## config.mk

```make
export PLATFORM = sky130hd
export DESIGN_NAME = mi3_skid
export DESIGN_NICKNAME = d
export VERILOG_FILES = /design/src/hdl/mi3_skid.sv
export SDC_FILE = /design/constraint.sdc
export NUM_CORES = 1
export LEC_CHECK = 0
export ABC_AREA = 1
export BUFFER_PORTS_ARGS = -buffer_cell sky130_fd_sc_hd__buf_2
export CORE_AREA = 2 2 255 257
export CTS_CLUSTER_SIZE = 12
export DETAILED_ROUTE_END_ITERATION = 7
export DIE_AREA = 0 0 257 259
export PLACE_DENSITY = 0.67
export SLEW_MARGIN = 25
export SYNTH_ARGS = -nofsm -noshare
export SYNTH_HDL_FRONTEND = slang
export SYNTH_SLANG_ARGS = --single-unit
```

## constraint.sdc

```tcl
create_clock -name i_clk -period 66.5 [get_ports i_clk]
set_clock_uncertainty 0.05 [all_clocks]
set_input_delay 6.65 -clock i_clk [delete_from_list [all_inputs] [get_ports i_clk]]
set_output_delay 6.65 -clock i_clk [all_outputs]
set_load 0.005 [all_outputs]
```

## src/hdl/mi3_skid.sv

```systemverilog
// Two-entry output buffer: output register plus skid register, registered ready.
// Depends on nothing.
module mi3_skid #(
    parameter int PW = 321
) (
    input  logic          i_clk,
    input  logic          i_rst_n,
    input  logic          i_vld,
    input  logic [PW-1:0] i_data,
    output logic          o_ready,
    output logic          o_vld,
    output logic [PW-1:0] o_data,
    input  logic          i_ready
);
    logic          r_out_vld, n_out_vld;
    logic          r_skid_vld, n_skid_vld;
    logic [PW-1:0] r_out_data, n_out_data;
    logic [PW-1:0] r_skid_data, n_skid_data;
    logic          w_push;

    assign o_ready = ~r_skid_vld;
    assign w_push  = i_vld & ~r_skid_vld;

    always_comb begin
        n_out_vld   = r_out_vld;
        n_out_data  = r_out_data;
        n_skid_vld  = r_skid_vld;
        n_skid_data = r_skid_data;
        if (!r_out_vld || i_ready) begin
            if (r_skid_vld) begin
                n_out_vld  = 1'b1;
                n_out_data = r_skid_data;
                n_skid_vld = 1'b0;
            end else begin
                n_out_vld  = w_push;
                n_out_data = i_data;
            end
        end else if (w_push) begin
            n_skid_vld  = 1'b1;
            n_skid_data = i_data;
        end
    end

    always_ff @(posedge i_clk) begin
        if (!i_rst_n) begin
            r_out_vld  <= 1'b0;
            r_skid_vld <= 1'b0;
        end else begin
            r_out_vld  <= n_out_vld;
            r_skid_vld <= n_skid_vld;
        end
    end

    always_ff @(posedge i_clk) begin
        r_out_data  <= n_out_data;
        r_skid_data <= n_skid_data;
    end

    assign o_vld  = r_out_vld;
    assign o_data = r_out_data;

    a_skid_has_out: assert property (@(posedge i_clk) disable iff (!i_rst_n)
        r_skid_vld |-> r_out_vld)
        else $error("skid entry without output entry");

    a_skid_kept: assert property (@(posedge i_clk) disable iff (!i_rst_n)
        (r_skid_vld && !i_ready) |=> (r_skid_vld && $stable(r_skid_data)))
        else $error("skid entry lost while stalled");

    a_out_kept: assert property (@(posedge i_clk) disable iff (!i_rst_n)
        (r_out_vld && !i_ready) |=> (r_out_vld && $stable(r_out_data)))
        else $error("output entry changed while stalled");

endmodule

```

==> key figures <==
Run status
  • Outcome: complete, no violations

Route
  • Iter 0 DRT Violations: 1197
  • DR DRC count: 0
  • Wire per inst: 17.9 um
  • DRT Wirelength: 58.3 mm
  • Antenna viol nets, final: 0
  • Drt pass-1 iters: 6
  • Routed vias: 15000
  • Vias/cell: 4.61

GRT
  • M1 GR Usage: 19.9%
  • Initial antenna violation count: 20
  • Routing usage on met3: 4.80%
  • GR Layer Usage met2: 28.0%
  • Total GRT Usage: 16.7%
  • GR Overflow Total: 0
  • First-pass GRT wire length: 86.6 mm
  • GRT busiest layer: met2
  • Largest net degree at the start of global routing: 146
  • Vias in the first global route: 15000

Floorplanning
  • Core area: 63900 um^2
  • Die H: 259 um
  • Die area: 66600 um^2
  • Initial Util: 36.7%
  • Die W: 257 um
  • # rows: 93
  • I/O Pins: 648

Run
  • Max Cap Viol: 0

Synthesis
  • Avg Cell Area, Syn: 13.9 um^2
  • Synthesized flop and latch total: 644
  • Yosys warning count: 0
  • Synthesized area: 23500 um^2
  • Count of cell types in the netlist: 11
  • Sequential area share after synthesis: 82.3%
  • Cells after Synth: 1688
  • Syn_nets: 2013

Clock network
  • TritonCTS buffer count: 70
  • CTS Hold Bufs: 0
  • Post CTS Setup Buffer Count: 0
  • Deepest clock path buffer count: 3
  • CTS resizes: 0
  • CTS tree: built
  • Max H-tree Level: 3
  • Root buf cell: clkbuf_16
  • Clock transition at path regs: 0.06 ns
  • Clk sinks: 644
  • Skew-Pair Late Insertion Delay: 0.60 ns

Worst hold path
  • HP Class: flip-flop to flip-flop

Pwr
  • Max VDD drop: 0.0207 mV
  • Total power per unit cell area: 30.4 nW/um^2
  • Sw Pwr: 0.197 mW
  • Combinational power share: 6.4%
  • Switching Share: 21.8%
  • Leak Pwr: 12.7 nW
  • P_int: 0.704 mW
  • Overall power: 0.901 mW
  • Clock share of power: 40.3%
  • Power share of the sequential group: 53.3%

Timing
  • Final Max Slew Viols: 0
  • Rel. slew slack: 31.7%
  • Max Clk Rate: 103 MHz
  • Final Critical Period: 9.71 ns
  • RSZ-0062 raised after global routing: no
  • Hold_ws: 0.450 ns
  • Final worst path period share: 14.6%
  • Final WS setup: 56.79 ns
  • Final hold violations: 0
  • Setup TNS: 0 ns
  • Setup violators final: 0
  • Worst Max-Slew Pin Slew: 1.02 ns

Setup path
  • Kind of start point of the critical path: input port
  • Worst setup endpoint: r_skid_data[147]$_DFFE_PP_
  • Crit path kind: input port to flip-flop
  • R2r worst-path depth: 5
  • Worst Path Arrival: 9.86 ns
  • Crit Path Max Fanout: 73
  • Worst reg2reg endpoint: r_skid_data[147]$_DFFE_PP_
  • Worst EP required: 66.65 ns
  • R2R setup slack: 62.32 ns
  • R2R Path Start: r_skid_vld$_SDFFE_PP0P_
  • Crit end category: flip-flop
  • Setup crit start: i_ready

Finish
  • Share of layout cells above drive strength 1: 31.5%
  • Fin area: 29600 um^2
  • Fin util: 46.4%
  • Final nets: 2676
  • Non-Filler Instances: 3264
  • Area growth, synth to finish: 26.3%

Placement
  • Placement Setup Slack: 56.01 ns
  • GPL Wtd Cong: 0.871
  • Post-Place Cells: 3132
  • IO buf count: 647
  • DP HPWL: 38.8 mm
  • Placed cell area: 27400 um^2
[routing by layer]
metal / part of all wire [%] / wire length [um]
met4: 3.8 / 2230
met1: 38 / 21900
met5: 0.11 / 67
met3: 7.7 / 4500
met2: 51 / 29700
[layout by cell type (no fill, tap or decap), types with 4 or more instances in the layout]
cell / n
nand2_1: 965
buf_2: 647
edfxtp_1: 642
clkbuf_16: 72
diode_2: 15
clkbuf_1: 15
clkinv_1: 13
buf_4: 11
clkinv_2: 4
[flip-flops by register name, indices dropped and copies added (netlist names)]
signal and count:
o_vld 1, r_skid_data 321, r_skid_vld 1, o_data 321
[power by group through the flow]
stage	Sequential, mW	Combinational, mW	Clock [mW]
2_1_floorplan	0.497	0.0176	0
3_3_place_gp	0.488	0.0564	0
3_5_place_dp	0.488	0.0582	0
4_1_cts	0.480	0.0584	0.373
5_1_grt	0.482	0.0637	0.388
6_report	0.480	0.0577	0.364
[area by class of cell]
cell class / count / area (um^2)
diodes: 15 / 37.5
repair buffers: 662 / 3400
clock inverters: 27 / 258
inverters: 2 / 15.0
clock buffers: 88 / 1870
flip-flops and latches: 644 / 19300
fillers: 5692 / 34200
multi-input cells: 971 / 3660
well taps: 855 / 1070
[cell families (layout without fill, tap and decap cells)]
| logic type | after synthesis | count (layout) | synth area share, % |
|---|---|---|---|
| compound gates | 1 | 1 | 0.0213 |
| buf+inv | 73 | 779 | 2.16 |
| flops | 644 | 644 | 82.3 |
| other cells | 0 | 15 | 0 |
| simple gates | 970 | 970 | 15.5 |
[Yosys cell counts]
library cell	n	area, um^2
buf_2	20	100
buf_4	47	353
buf_6	4	45.0
dfxtp_1	2	40.0
edfxtp_1	642	19300
inv_1	1	3.75
inv_4	1	6.26
nand2_1	966	3630
nand3_1	1	5.00
nor2_1	3	11.3
o21ai_0	1	5.00
[how the worst min path moves through the flow]
stage / slack [ns] / cells past startpoint / from / end
6_report: 0.45 / 2 / r_skid_data[269]$_DFFE_PP_ / o_data[269]$_DFFE_PP_
5_1_grt: 0.48 / 2 / r_skid_data[128]$_DFFE_PP_ / o_data[128]$_DFFE_PP_
4_1_cts: 0.45 / 2 / r_skid_data[269]$_DFFE_PP_ / o_data[269]$_DFFE_PP_
3_5_place_dp: 0.45 / 2 / r_skid_data[128]$_DFFE_PP_ / o_data[128]$_DFFE_PP_
3_3_place_gp: 0.45 / 2 / r_skid_data[145]$_DFFE_PP_ / o_data[145]$_DFFE_PP_
2_1_floorplan: 0.44 / 2 / o_vld$_SDFFE_PN0P_ / r_skid_vld$_SDFFE_PP0P_
[worst max-delay path: stages]
cell	delay [ns]
buf_2	0.11
inv_1	0.12
nand2_4	0.37
nor2_4	0.77
buf_4	0.83
buf_4	0.87
(Power assumes the default switching activity.)
